File: src/rtl/pofc_pkg.sv
// Shared types, constants and layout decoders for the pixel format compositor.
`default_nettype none

package pofc_pkg;

    localparam logic [15:0] UNIT2     = 16'd65025;
    localparam logic [7:0]  FULL      = 8'd255;
    localparam int          NUM_LANES = 3;

    // pixel_format codes
    localparam logic [3:0] FMT_ARGB32    = 4'd0;
    localparam logic [3:0] FMT_ARGB32_PM = 4'd1;
    localparam logic [3:0] FMT_XRGB32    = 4'd2;
    localparam logic [3:0] FMT_RGBA32    = 4'd3;
    localparam logic [3:0] FMT_RGBA32_PM = 4'd4;
    localparam logic [3:0] FMT_ABGR32    = 4'd5;
    localparam logic [3:0] FMT_ABGR32_PM = 4'd6;
    localparam logic [3:0] FMT_XBGR32    = 4'd7;
    localparam logic [3:0] FMT_BGRA32    = 4'd8;
    localparam logic [3:0] FMT_BGRA32_PM = 4'd9;
    localparam logic [3:0] FMT_RGB24     = 4'd10;
    localparam logic [3:0] FMT_BGR24     = 4'd11;
    localparam logic [3:0] FMT_RGBX32    = 4'd12;
    localparam logic [3:0] FMT_BGRX32    = 4'd13;

    // source byte selectors; BYTE_ONE stands for a constant 255
    localparam logic [2:0] BYTE_0   = 3'd0;
    localparam logic [2:0] BYTE_1   = 3'd1;
    localparam logic [2:0] BYTE_2   = 3'd2;
    localparam logic [2:0] BYTE_3   = 3'd3;
    localparam logic [2:0] BYTE_ONE = 3'd4;

    // output byte contents
    localparam logic [2:0] SEL_ZERO  = 3'd0;
    localparam logic [2:0] SEL_RED   = 3'd1;
    localparam logic [2:0] SEL_GREEN = 3'd2;
    localparam logic [2:0] SEL_BLUE  = 3'd3;
    localparam logic [2:0] SEL_ALPHA = 3'd4;

    // alpha slot of an input layout map
    localparam int LANE_ALPHA = 3;

    typedef enum logic [1:0] {
        KIND_STRAIGHT = 2'd0,
        KIND_PREMUL   = 2'd1,
        KIND_OPAQUE   = 2'd2,
        KIND_NONE     = 2'd3
    } kind_t;

    // [0] red, [1] green, [2] blue, [3] alpha (input), or bytes 0..3 (output)
    typedef logic [3:0][2:0] sel4_t;

    typedef struct packed {
        logic [24:0] n;
        logic [15:0] d;
    } div_lane_t;

    typedef div_lane_t [NUM_LANES-1:0] div_lanes_t;
    typedef logic [NUM_LANES-1:0][7:0] lane_bytes_t;

    function automatic kind_t fmt_kind(input logic [3:0] fmt);
        kind_t k;
        unique case (fmt) inside
            FMT_ARGB32, FMT_RGBA32, FMT_ABGR32, FMT_BGRA32:
                k = KIND_STRAIGHT;
            FMT_ARGB32_PM, FMT_RGBA32_PM, FMT_ABGR32_PM, FMT_BGRA32_PM:
                k = KIND_PREMUL;
            FMT_XRGB32, FMT_XBGR32, FMT_RGB24, FMT_BGR24, FMT_RGBX32, FMT_BGRX32:
                k = KIND_OPAQUE;
            default:
                k = KIND_NONE;
        endcase
        return k;
    endfunction

    function automatic sel4_t in_map(input logic [3:0] fmt);
        sel4_t s;
        unique case (fmt) inside
            FMT_ARGB32, FMT_ARGB32_PM: s = {BYTE_0, BYTE_3, BYTE_2, BYTE_1};
            FMT_XRGB32:                s = {BYTE_ONE, BYTE_3, BYTE_2, BYTE_1};
            FMT_RGBA32, FMT_RGBA32_PM: s = {BYTE_3, BYTE_2, BYTE_1, BYTE_0};
            FMT_ABGR32, FMT_ABGR32_PM: s = {BYTE_0, BYTE_1, BYTE_2, BYTE_3};
            FMT_XBGR32:                s = {BYTE_ONE, BYTE_1, BYTE_2, BYTE_3};
            FMT_BGRA32, FMT_BGRA32_PM: s = {BYTE_3, BYTE_0, BYTE_1, BYTE_2};
            FMT_RGB24, FMT_RGBX32:     s = {BYTE_ONE, BYTE_2, BYTE_1, BYTE_0};
            FMT_BGR24, FMT_BGRX32:     s = {BYTE_ONE, BYTE_0, BYTE_1, BYTE_2};
            default:                   s = {BYTE_ONE, BYTE_ONE, BYTE_ONE, BYTE_ONE};
        endcase
        return s;
    endfunction

    function automatic sel4_t out_map(input logic [3:0] fmt);
        sel4_t s;
        unique case (fmt) inside
            FMT_ARGB32, FMT_ARGB32_PM: s = {SEL_BLUE, SEL_GREEN, SEL_RED, SEL_ALPHA};
            FMT_XRGB32:                s = {SEL_BLUE, SEL_GREEN, SEL_RED, SEL_ZERO};
            FMT_RGBA32, FMT_RGBA32_PM: s = {SEL_ALPHA, SEL_BLUE, SEL_GREEN, SEL_RED};
            FMT_ABGR32, FMT_ABGR32_PM: s = {SEL_RED, SEL_GREEN, SEL_BLUE, SEL_ALPHA};
            FMT_XBGR32:                s = {SEL_RED, SEL_GREEN, SEL_BLUE, SEL_ZERO};
            FMT_BGRA32, FMT_BGRA32_PM: s = {SEL_ALPHA, SEL_RED, SEL_GREEN, SEL_BLUE};
            FMT_RGB24, FMT_RGBX32:     s = {SEL_ZERO, SEL_BLUE, SEL_GREEN, SEL_RED};
            FMT_BGR24, FMT_BGRX32:     s = {SEL_ZERO, SEL_RED, SEL_GREEN, SEL_BLUE};
            default:                   s = {SEL_ZERO, SEL_ZERO, SEL_ZERO, SEL_ZERO};
        endcase
        return s;
    endfunction

    function automatic logic [7:0] byte_pick(input logic [31:0] word, input logic [2:0] sel);
        logic [7:0] b;
        unique case (sel)
            BYTE_0:  b = word[7:0];
            BYTE_1:  b = word[15:8];
            BYTE_2:  b = word[23:16];
            BYTE_3:  b = word[31:24];
            default: b = FULL;
        endcase
        return b;
    endfunction

endpackage

`default_nettype wire

File: src/rtl/pofc_front.sv
// Front end: unpack the destination word, form dividend and divisor per lane and the alpha byte.
`default_nettype none

module pofc_front
    import pofc_pkg::*;
(
    input  wire logic        clk,
    input  wire logic        rst_n,
    input  wire logic        in_valid,
    input  wire logic [3:0]  fmt,
    input  wire logic [31:0] dest_pixel,
    input  wire logic [7:0]  src_red,
    input  wire logic [7:0]  src_green,
    input  wire logic [7:0]  src_blue,
    input  wire logic [7:0]  src_alpha,
    output logic             out_valid,
    output logic [3:0]       out_fmt,
    output div_lanes_t       out_lanes,
    output logic [7:0]       out_alpha
);

    // stage 1: byte select and the 8x8 products
    logic              s1_valid_reg;
    logic [3:0]        s1_fmt_reg;
    logic [2:0][7:0]   s1_src_reg;
    logic [2:0][15:0]  s1_prod_reg;
    logic [7:0]        s1_mul_reg;
    logic [15:0]       s1_alpha_reg;

    logic [2:0][7:0]   s1_src_next;
    logic [2:0][15:0]  s1_prod_next;
    logic [7:0]        s1_mul_next;
    logic [15:0]       s1_alpha_next;

    always_comb
    begin
        kind_t      kind;
        sel4_t      sel;
        logic [7:0] inv;
        logic [7:0] da;
        logic [7:0] dc;
        kind = fmt_kind(fmt);
        sel  = in_map(fmt);
        inv  = FULL - src_alpha;
        da   = byte_pick(dest_pixel, sel[LANE_ALPHA]);
        s1_src_next = {src_blue, src_green, src_red};
        for (int i = 0; i < 3; i++)
        begin
            dc = byte_pick(dest_pixel, sel[i]);
            s1_prod_next[i] = {8'd0, inv} * {8'd0, dc};
        end
        s1_mul_next   = (kind == KIND_STRAIGHT) ? da : FULL;
        s1_alpha_next = {8'd0, src_alpha} * {8'd0, FULL} + {8'd0, inv} * {8'd0, da};
    end

    always_ff @(posedge clk or negedge rst_n)
    begin
        if (!rst_n)
            s1_valid_reg <= 1'b0;
        else
            s1_valid_reg <= in_valid;
    end

    always_ff @(posedge clk)
    begin
        s1_fmt_reg   <= fmt;
        s1_src_reg   <= s1_src_next;
        s1_prod_reg  <= s1_prod_next;
        s1_mul_reg   <= s1_mul_next;
        s1_alpha_reg <= s1_alpha_next;
    end

    // stage 2: colour numerators in units of 1/255^3, divisors per lane, result alpha
    logic       s2_valid_reg;
    logic [3:0] s2_fmt_reg;
    div_lanes_t s2_lanes_reg;
    logic [7:0] s2_alpha_reg;
    div_lanes_t s2_lanes_next;
    logic [7:0] s2_alpha_next;

    always_comb
    begin
        kind_t kind;
        kind = fmt_kind(s1_fmt_reg);
        for (int i = 0; i < 3; i++)
        begin
            s2_lanes_next[i].n = {17'd0, s1_src_reg[i]} * {9'd0, UNIT2}
                               + {9'd0, s1_prod_reg[i]} * {17'd0, s1_mul_reg};
            s2_lanes_next[i].d = (kind == KIND_PREMUL) ? UNIT2 : s1_alpha_reg;
        end
        // floor(x / 255) by reciprocal, holds for x up to 65025
        s2_alpha_next = 8'((s1_alpha_reg + {8'd0, s1_alpha_reg[15:8]} + 16'd1) >> 8);
    end

    always_ff @(posedge clk or negedge rst_n)
    begin
        if (!rst_n)
            s2_valid_reg <= 1'b0;
        else
            s2_valid_reg <= s1_valid_reg;
    end

    always_ff @(posedge clk)
    begin
        s2_fmt_reg   <= s1_fmt_reg;
        s2_lanes_reg <= s2_lanes_next;
        s2_alpha_reg <= s2_alpha_next;
    end

    assign out_valid = s2_valid_reg;
    assign out_fmt   = s2_fmt_reg;
    assign out_lanes = s2_lanes_reg;
    assign out_alpha = s2_alpha_reg;

endmodule

`default_nettype wire

File: src/rtl/pofc_div.sv
// Three-lane restoring divider, one quotient bit per stage, saturating at 255.
`default_nettype none

module pofc_div
    import pofc_pkg::*;
(
    input  wire logic        clk,
    input  wire logic        rst_n,
    input  wire logic        in_valid,
    input  wire logic [3:0]  in_fmt,
    input  wire div_lanes_t  in_lanes,
    input  wire logic [7:0]  in_alpha,
    output logic             out_valid,
    output logic [3:0]       out_fmt,
    output lane_bytes_t      out_q,
    output logic [NUM_LANES-1:0] out_sat,
    output logic [7:0]       out_alpha
);

    localparam int QBITS = 8;

    logic                          valid_reg [0:QBITS];
    logic [3:0]                    fmt_reg   [0:QBITS];
    logic [7:0]                    alpha_reg [0:QBITS];
    logic [NUM_LANES-1:0][23:0]    rem_reg   [0:QBITS];
    logic [NUM_LANES-1:0][15:0]    div_reg   [0:QBITS];
    logic [NUM_LANES-1:0][7:0]     quo_reg   [0:QBITS];
    logic [NUM_LANES-1:0]          sat_reg   [0:QBITS];
    logic [NUM_LANES-1:0]          zero_reg  [0:QBITS];

    logic [NUM_LANES-1:0][23:0]    rem_next  [1:QBITS];
    logic [NUM_LANES-1:0][7:0]     quo_next  [1:QBITS];
    logic [NUM_LANES-1:0]          sat_next;
    logic [NUM_LANES-1:0]          zero_next;

    // entry stage: catch the saturating and zero-divisor cases up front
    always_comb
    begin
        for (int i = 0; i < NUM_LANES; i++)
        begin
            zero_next[i] = (in_lanes[i].d == 16'd0);
            sat_next[i]  = (in_lanes[i].n >= {1'b0, in_lanes[i].d, 8'd0});
        end
    end

    always_ff @(posedge clk or negedge rst_n)
    begin
        if (!rst_n)
            valid_reg[0] <= 1'b0;
        else
            valid_reg[0] <= in_valid;
    end

    always_ff @(posedge clk)
    begin
        fmt_reg[0]   <= in_fmt;
        alpha_reg[0] <= in_alpha;
        sat_reg[0]   <= sat_next;
        zero_reg[0]  <= zero_next;
        quo_reg[0]   <= '0;
        for (int i = 0; i < NUM_LANES; i++)
        begin
            rem_reg[0][i] <= in_lanes[i].n[23:0];
            div_reg[0][i] <= in_lanes[i].d;
        end
    end

    for (genvar j = 0; j < QBITS; j++)
    begin : g_stage
        localparam int K = QBITS - 1 - j;

        always_comb
        begin
            logic [23:0] dsh;
            logic [24:0] trial;
            for (int i = 0; i < NUM_LANES; i++)
            begin
                dsh   = {8'd0, div_reg[j][i]} << K;
                trial = {1'b0, rem_reg[j][i]} - {1'b0, dsh};
                // keep the remainder when the trial subtraction went negative
                rem_next[j+1][i] = trial[24] ? rem_reg[j][i] : trial[23:0];
                quo_next[j+1][i] = {quo_reg[j][i][6:0], ~trial[24]};
            end
        end

        always_ff @(posedge clk or negedge rst_n)
        begin
            if (!rst_n)
                valid_reg[j+1] <= 1'b0;
            else
                valid_reg[j+1] <= valid_reg[j];
        end

        always_ff @(posedge clk)
        begin
            fmt_reg[j+1]   <= fmt_reg[j];
            alpha_reg[j+1] <= alpha_reg[j];
            rem_reg[j+1]   <= rem_next[j+1];
            div_reg[j+1]   <= div_reg[j];
            quo_reg[j+1]   <= quo_next[j+1];
            sat_reg[j+1]   <= sat_reg[j];
            zero_reg[j+1]  <= zero_reg[j];
        end
    end

    always_comb
    begin
        for (int i = 0; i < NUM_LANES; i++)
        begin
            if (zero_reg[QBITS][i])
                out_q[i] = 8'd0;
            else if (sat_reg[QBITS][i])
                out_q[i] = FULL;
            else
                out_q[i] = quo_reg[QBITS][i];
            out_sat[i] = sat_reg[QBITS][i] & ~zero_reg[QBITS][i];
        end
    end

    assign out_valid = valid_reg[QBITS];
    assign out_fmt   = fmt_reg[QBITS];
    assign out_alpha = alpha_reg[QBITS];

endmodule

`default_nettype wire

File: src/rtl/pixel_format_over_composite_core.sv
// Top level: source-over compositing onto a destination word in one of fourteen layouts.
// Throughput: one word per cycle; busy is held low and a new word may enter every cycle.
// Depth: two front stages, the divider entry stage, eight quotient stages and the pack stage.
// Reset (rst_n low, asynchronous) clears all stage valid bits and sets pixel_format to 0.
// Results cannot be stalled: each word is shown on the result ports for one cycle only.
`default_nettype none

module pixel_format_over_composite_core
    import pofc_pkg::*;
(
    input  wire logic        clk,
    input  wire logic        rst_n,
    input  wire logic        pixel_format_wr,
    input  wire logic [3:0]  pixel_format_data,
    input  wire logic        start,
    output logic             busy,
    input  wire logic [31:0] dest_pixel,
    input  wire logic [7:0]  src_red,
    input  wire logic [7:0]  src_green,
    input  wire logic [7:0]  src_blue,
    input  wire logic [7:0]  src_alpha,
    output logic             done,
    output logic [31:0]      out_pixel,
    output logic             clamped
);

    logic [3:0] pixel_format_reg;

    always_ff @(posedge clk or negedge rst_n)
    begin
        if (!rst_n)
            pixel_format_reg <= FMT_ARGB32;
        else if (pixel_format_wr)
            pixel_format_reg <= pixel_format_data;
    end

    assign busy = 1'b0;

    logic       fr_valid;
    logic [3:0] fr_fmt;
    div_lanes_t fr_lanes;
    logic [7:0] fr_alpha;

    pofc_front u_front (
        .clk        (clk),
        .rst_n      (rst_n),
        .in_valid   (start & ~busy),
        .fmt        (pixel_format_reg),
        .dest_pixel (dest_pixel),
        .src_red    (src_red),
        .src_green  (src_green),
        .src_blue   (src_blue),
        .src_alpha  (src_alpha),
        .out_valid  (fr_valid),
        .out_fmt    (fr_fmt),
        .out_lanes  (fr_lanes),
        .out_alpha  (fr_alpha)
    );

    logic                  dv_valid;
    logic [3:0]            dv_fmt;
    lane_bytes_t           dv_q;
    logic [NUM_LANES-1:0]  dv_sat;
    logic [7:0]            dv_alpha;

    pofc_div u_div (
        .clk       (clk),
        .rst_n     (rst_n),
        .in_valid  (fr_valid),
        .in_fmt    (fr_fmt),
        .in_lanes  (fr_lanes),
        .in_alpha  (fr_alpha),
        .out_valid (dv_valid),
        .out_fmt   (dv_fmt),
        .out_q     (dv_q),
        .out_sat   (dv_sat),
        .out_alpha (dv_alpha)
    );

    // pack stage
    logic        done_reg;
    logic [31:0] pixel_reg;
    logic        clamp_reg;
    logic [31:0] pixel_next;
    logic        clamp_next;

    always_comb
    begin
        kind_t kind;
        sel4_t sel;
        kind = fmt_kind(dv_fmt);
        sel  = out_map(dv_fmt);
        for (int b = 0; b < 4; b++)
        begin
            unique case (sel[b])
                SEL_RED:   pixel_next[8*b +: 8] = dv_q[0];
                SEL_GREEN: pixel_next[8*b +: 8] = dv_q[1];
                SEL_BLUE:  pixel_next[8*b +: 8] = dv_q[2];
                SEL_ALPHA: pixel_next[8*b +: 8] = dv_alpha;
                default:   pixel_next[8*b +: 8] = 8'd0;
            endcase
        end
        // premultiplied channels saturate silently
        clamp_next = ((kind == KIND_STRAIGHT) || (kind == KIND_OPAQUE)) && (|dv_sat);
    end

    always_ff @(posedge clk or negedge rst_n)
    begin
        if (!rst_n)
            done_reg <= 1'b0;
        else
            done_reg <= dv_valid;
    end

    always_ff @(posedge clk)
    begin
        pixel_reg <= pixel_next;
        clamp_reg <= clamp_next & dv_valid;
    end

    assign done      = done_reg;
    assign out_pixel = pixel_reg;
    assign clamped   = clamp_reg;

    // every accepted word gives exactly one result
    a_latency_hit: assert property (@(posedge clk) disable iff (!rst_n)
        (start && !busy) |-> ##12 done)
        else $error("accepted word did not complete after fixed latency");

    a_latency_none: assert property (@(posedge clk) disable iff (!rst_n)
        !(start && !busy) |-> ##12 !done)
        else $error("result strobe without a matching accepted word");

    a_clamp_done: assert property (@(posedge clk) disable iff (!rst_n)
        clamped |-> done)
        else $error("clamped raised outside a result cycle");

endmodule

`default_nettype wire

File: config.mk
export PLATFORM = sky130hd
export DESIGN_NAME = pixel_format_over_composite_core
export DESIGN_NICKNAME = d
export VERILOG_FILES = /design/src/rtl/pofc_pkg.sv /design/src/rtl/pofc_front.sv /design/src/rtl/pofc_div.sv /design/src/rtl/pixel_format_over_composite_core.sv
export SDC_FILE = /design/constraint.sdc
export NUM_CORES = 2
export LEC_CHECK = 0
export BUFFER_PORTS_ARGS = -buffer_cell sky130_fd_sc_hd__buf_2
export CAP_MARGIN = 20
export CORE_UTILIZATION = 55
export DETAILED_ROUTE_END_ITERATION = 8
export PLACE_DENSITY = 0.81
export SLEW_MARGIN = 20
export SYNTH_ARGS = -nofsm -noshare
export SYNTH_HDL_FRONTEND = slang
export SYNTH_SLANG_ARGS = --single-unit
File: constraint.sdc
create_clock -name clk -period 6.12 [get_ports clk]
set_clock_uncertainty 0.2 [all_clocks]
set_input_delay 1.224 -clock clk [delete_from_list [all_inputs] [get_ports clk]]
set_output_delay 1.224 -clock clk [all_outputs]
set_load 0.02 [all_outputs]
# Word level (Yosys, flattened, before mapping)
# Memory sizes are Yosys's and may differ from the RTL's.
# Index checks and enable logic that the tools add are counted.
# totals
n_memories	7
ramBits	1458
ff_bits	252
# op_classes
add_sub_neg	31
reduce_logical	34
muxes	43
magnitude_cmp	3
mul	11
eq_ne	69
bitwise_logic	31
# mem_list
name	depth	width	read_ports	rd_clocked_by_memory_dff	wr	line	source
u_div.rem_reg	9	72	8	0	9	pofc_div.sv:25	logic [NUM_LANES-1:0][23:0] rem_reg [0:QBITS];
u_div.div_reg	9	48	8	0	9	pofc_div.sv:26	logic [NUM_LANES-1:0][15:0] div_reg [0:QBITS];
u_div.quo_reg	9	24	9	0	9	pofc_div.sv:27	logic [NUM_LANES-1:0][7:0] quo_reg [0:QBITS];
u_div.alpha_reg	9	8	9	0	9	pofc_div.sv:24	logic [7:0] alpha_reg [0:QBITS];
u_div.fmt_reg	9	4	9	0	9	pofc_div.sv:23	logic [3:0] fmt_reg [0:QBITS];
u_div.sat_reg	9	3	9	0	9	pofc_div.sv:28	logic [NUM_LANES-1:0] sat_reg [0:QBITS];
1 more memories	-	-	-	-	-	-	
# op_table
op	n
24-bit 2-to-1 mux	24
8-bit one-hot mux with 4 select lines	8
12-bit one-hot mux with 8 select lines	2
24-bit by 24-bit adder with 25-bit output	3
25-bit by 24-bit >= comparator with 1-bit output	3
24-bit by 16-bit subtractor with 25-bit output	3
24-bit by 17-bit subtractor with 25-bit output	3
24-bit by 18-bit subtractor with 25-bit output	3
24-bit by 19-bit subtractor with 25-bit output	3
24-bit by 20-bit subtractor with 25-bit output	3
24-bit by 21-bit subtractor with 25-bit output	3
24-bit by 22-bit subtractor with 25-bit output	3
24-bit by 23-bit subtractor with 25-bit output	3
4-bit == test, second input constant	18
16-bit by 8-bit multiplier with 24-bit output	3
8-bit by 16-bit multiplier with 24-bit output, second input constant	3
8-bit by 8-bit multiplier with 16-bit output	4
3-bit by 2-bit == test with 1-bit output, second input constant	16
4-bit by 3-bit == test with 1-bit output, second input constant	12
8-bit 2-to-1 mux	6
1-bit NOT	27
3-bit by 1-bit == test with 1-bit output, second input constant	8
4-bit by 2-bit == test with 1-bit output, second input constant	6
2-bit OR reduction	12
other kinds (20)	43

# Longest topological paths before layout
# An unclocked memory read counts as a cell.
# logic_depth
ltp_word	8
depth_mapped	26
mapped_depth_nobuf	25

# By module
# A second synthesis with hierarchy kept.
# hier_totals
hier_cells	8684
area_unflattened_um2	84885.2
# modules_own_cells
mod	n_inst	cells_each	area_per_inst_um2
pofc_div	1	4994	49540.0
pofc_front	1	3499	33549.7
pixel_format_over_composite_core	1	191	1795.5

# Worst setup path before layout
# OpenSTA, ideal clock, no wires.
# synth_timing
path_kind	reg2reg
from	register pixel_format_reg[1]
to	register u_front.s1_alpha_reg[15]
path_stages_with_launch	24
arrival_time_ns	6.512
slack_ns	-0.664
path_buffers	1
period_less_slack_ns	6.784
path_cell_list	dfrtp_1 buf_2 nor2_1 a22oi_1 o22a_1 o22ai_1 nand2b_1 fa_1 fa_1 inv_1 fa_1 fa_1 fa_1 inv_1 fa_1 inv_1 ha_1 a21o_1 a31oi_1 o21ai_0 o41ai_1 o21bai_1 a21oi_1 xnor2_1
# synth_via
elab_chain_cells	7
word_cells_on_any_way	28
classes_between	add/sub: 1; mul: 1; eq/ne: 16; mux: 2; reduce/logical: 8
# synth_rtl
element	line	source
start, declared	pixel_format_over_composite_core.sv:27	logic [3:0] pixel_format_reg;
start signal, assigned	pixel_format_over_composite_core.sv:34	pixel_format_reg <= pixel_format_data;
4-bit == test (tied with other cells)	pofc_front.sv:43	sel = in_map(fmt);
2-bit OR reduction	pofc_pkg.sv:78	unique case (fmt) inside
12-bit one-hot mux with 8 select lines *	pofc_pkg.sv:78	
3-bit by 2-bit == test with 1-bit output (tied with other cells)	pofc_pkg.sv:110	unique case (sel)
8-bit one-hot mux with 4 select lines *	pofc_pkg.sv:110	
8-bit by 8-bit multiplier with 16-bit output *	pofc_front.sv:53	s1_alpha_next = {8'd0, src_alpha} * {8'd0, FULL} + {8'd0, inv} * {8'd0, da};
16-bit adder *	pofc_front.sv:53	
net u_front.s1_alpha_next[15]	pofc_front.sv:33	logic [15:0] s1_alpha_next;
end signal, assigned	pofc_front.sv:70	s1_alpha_reg <= s1_alpha_next;
end, declared	pofc_front.sv:28	logic [15:0] s1_alpha_reg;
# Mark *: on every way through the listed nets, which the timed path passes. The rest lies on a longest branch.
# A chain may end at the register's enable or synchronous reset.

# Final worst setup path
# layout_timing
from	register pixel_format_reg[2]
to	register u_front.s1_alpha_reg[15]
# Same word-level chain as after synthesis.

==> metrics.txt <==
status=complete, but fails checks; violated checks=negative setup slack; Worst R2R Path Depth=24; Setup WS post-layout=-155 ps; # clock sinks=1,208; Max Cap Viol=0; Final Wtd Congestion=slightly below 1; Final setup viols=4; ranking of synthesized cells by area=dfxtp_1 (31%), fa_1 (17%), ha_1 (15%); WL final=slightly below 200 mm; initial core utilization=0.557; Vias/cell=roughly 5.6; Post-Synthesis Cells=about 7,900; DIE WIDTH=376 um; drt first pass iters=6; unrepaired setup endpoints after global routing=yes; XOR/XNOR Fraction of Synth Area=0.0462; Crit Path Max Fanout=5; min-delay src=u_div.sat_reg[0][5]; area share of fa/ha/maj cells after synthesis=0.311; Fin. Hold Viols=0; mean post-synth cell area=9.78 um^2; I/O Buffers=~110; die area=~140,000 um^2; global-route wire length before repair=308 mm; fin nets=around 10,000; cell row count=136; Commonest cells post-synth=dfxtp_1 (1,192), inv_1 (969), ha_1 (892); Synth Register Bits=1,208; final hold slack=between 80 and 90 ps; CTS Buffer Depth=3; largest net degree at the start of global routing=37; largest family of logic cells by synthesized area=adder cells; YS warnings=0; Synth async-reset ratio=0.0132; DRT iter0 DRCs=3,186; number of buffers created by CTS=117; placed insts=approximately 10,000; Worst EP arrival=6670 ps; critical path class=flop to flop; DR vias=around 57,000; GRT Total Usage=0.273; vias in the first global route=between 60,000 and 70,000; Post-Synth Simple-Gate Area=0.129; Synth Area in Compound Gates=0.124; DIE HEIGHT=around 380 um; Post-CTS Hold Fix Bufs=0; Worst Hold Class=flop to flop; clk root buf=clkbuf_16; clk_lat worst skew=780 ps; CP endpoint kind=flop; hold path cells=0; wire per inst=~19 um; Finished Layout Cells=about 10,000; EDFF count, synth=0; initial antenna violation count=6; reg-to-reg critical path startpoint=pixel_format_reg[2]; Most used DFF post-synth=dfxtp_1; Worst R2R Setup Slack=-160 ps; largest area contributor in the netlist=dfxtp_1; Tmin final=6280 ps; CP startpoint kind=flop; Layout area overhead=14.4%; Hold Path Sink=u_div.sat_reg[0][8]; area share of the leading cell type in the synthesized netlist=0.310; Fill cells=between 10,000 and 15,000; mux share of post-synthesis cell area=0.0178; headroom to the max-slew limit=0.235; Tcrit/Tclk final=1.03; clock slew at reported path FFs=~70 ps; CP required=approximately 6500 ps; share of cells above drive strength 1=0.135; fmax=roughly 160 MHz; drc violations=0; Largest register FFs=approximately 580; Slew @ Worst Pin=1130 ps; DPL Wire Length=approximately 160 mm; H-tree lvl count=3; worst r2r dst=u_front.s1_alpha_reg[15]; CTS tree=yes; max-slew violation count=0; core area=around 140,000 um^2; antenna-violating nets left=0; most common cell in the netlist=dfxtp_1; I/O pin count=between 100 and 150; register area share after synthesis=0.316; Synth cell types=about 110; GRT overflow=0; Cell Area, Synth=76,900 um^2
metal layers:
layer,wire (um),part of all wire,GRT usage,up-vias
met5,11,0.000056,0,-
met4,13400,0.069,0.169,2
met3,8500,0.044,0.0340,642
met2,97400,0.50,0.488,1747
met1,75500,0.39,0.308,27669
li1,-,-,-,27319
layout by cell type (no fill, tap or decap), drive strengths merged, types with 156 or more instances in the layout:
| cell | netlist | layout |
|---|---|---|
| xnor2 | 247 | 247 |
| clkbuf | 130 | 156 |
| nor2 | 517 | 517 |
| and2 | 279 | 279 |
| xor2 | 159 | 159 |
| fa | 637 | 637 |
| buf | 39 | 537 |
| nand2 | 491 | 491 |
| o21ai | 346 | 346 |
| inv | 969 | 977 |
| ha | 892 | 892 |
| dfxtp | 1192 | 1192 |
| a21oi | 427 | 427 |
what timing repair did:
action / 4_1_cts / 5_1_grt
gates resized for setup: 38 / 124
endpoints found under the hold margin: 0 / 0
setup endpoints to repair: 22 / 38
cloned: 0 / 1
setup buffers: 6 / 18
pin swaps: 17 / 68
cells by family after synthesis:
family | count (synthesis)
multiplexers | 123
AO/OA/AOI/OAI | 1458
other | 1
adder cells (fa/ha/maj) | 1529
AND/OR/NAND/NOR | 2002
flip-flops | 1208
buffers and inverters | 1138
XOR/XNOR | 406
layout make-up:
class	count	area, um^2	area share
multi-input cells	5520	49200	0.559
flip-flops and latches	1208	24300	0.276
clock buffers	154	3320	0.0377
clock inverters	69	1090	0.0124
well taps	1863	2330	0.0265
repair buffers	539	4160	0.0472
inverters	969	3640	0.0413
diodes	4	10.0	0.000114
worst max-delay path: stages, from the launching register on:
cell and delay, ps:
dfrtp_2 490, nor2b_4 150, a22oi_2 70, buf_6 140, buf_6 110, o22a_1 210, o22ai_4 220, nand2b_4 180
fa_1 410, fa_1 510, inv_1 50, fa_1 560, fa_1 440, fa_1 490, inv_1 50, fa_1 490
inv_2 50, ha_4 210, a21o_1 180, a31oi_4 170, o21ai_2 80, o41ai_2 340, o21bai_1 100, a21oi_1 160
xnor2_1 80
worst max path at each step:
stage | endpoint | startpoint | cells after the start | slack, ps
after CTS | u_front.s1_alpha_reg[15] | pixel_format_reg[2] | 24 | -200
final | u_front.s1_alpha_reg[15] | pixel_format_reg[2] | 24 | -160
after global placement | u_front.s1_alpha_reg[15] | dest_pixel[28] | 21 | -660
after floorplan | u_front.s1_alpha_reg[15] | dest_pixel[27] | 20 | -320
after detailed placement | u_front.s1_alpha_reg[15] | dest_pixel[28] | 21 | -700
after global routing | u_front.s1_alpha_reg[15] | pixel_format_reg[1] | 24 | -390
through the flow:
step                      utilization  cell area, um^2  setup TNS (ps)  worst slack (ps)
after floorplan                     -            77100            -738              -323
after global placement          0.598            82600           -4210              -663
after detailed placement        0.598            82600           -5910              -704
after CTS                       0.632            87300            -561              -200
after global routing            0.637            88000           -1760              -388
final                           0.637            88000            -426              -155
Power is left out: the tool's default activity adds up to more than one toggle a clock period on the data nets, which glitch-free logic cannot reach.
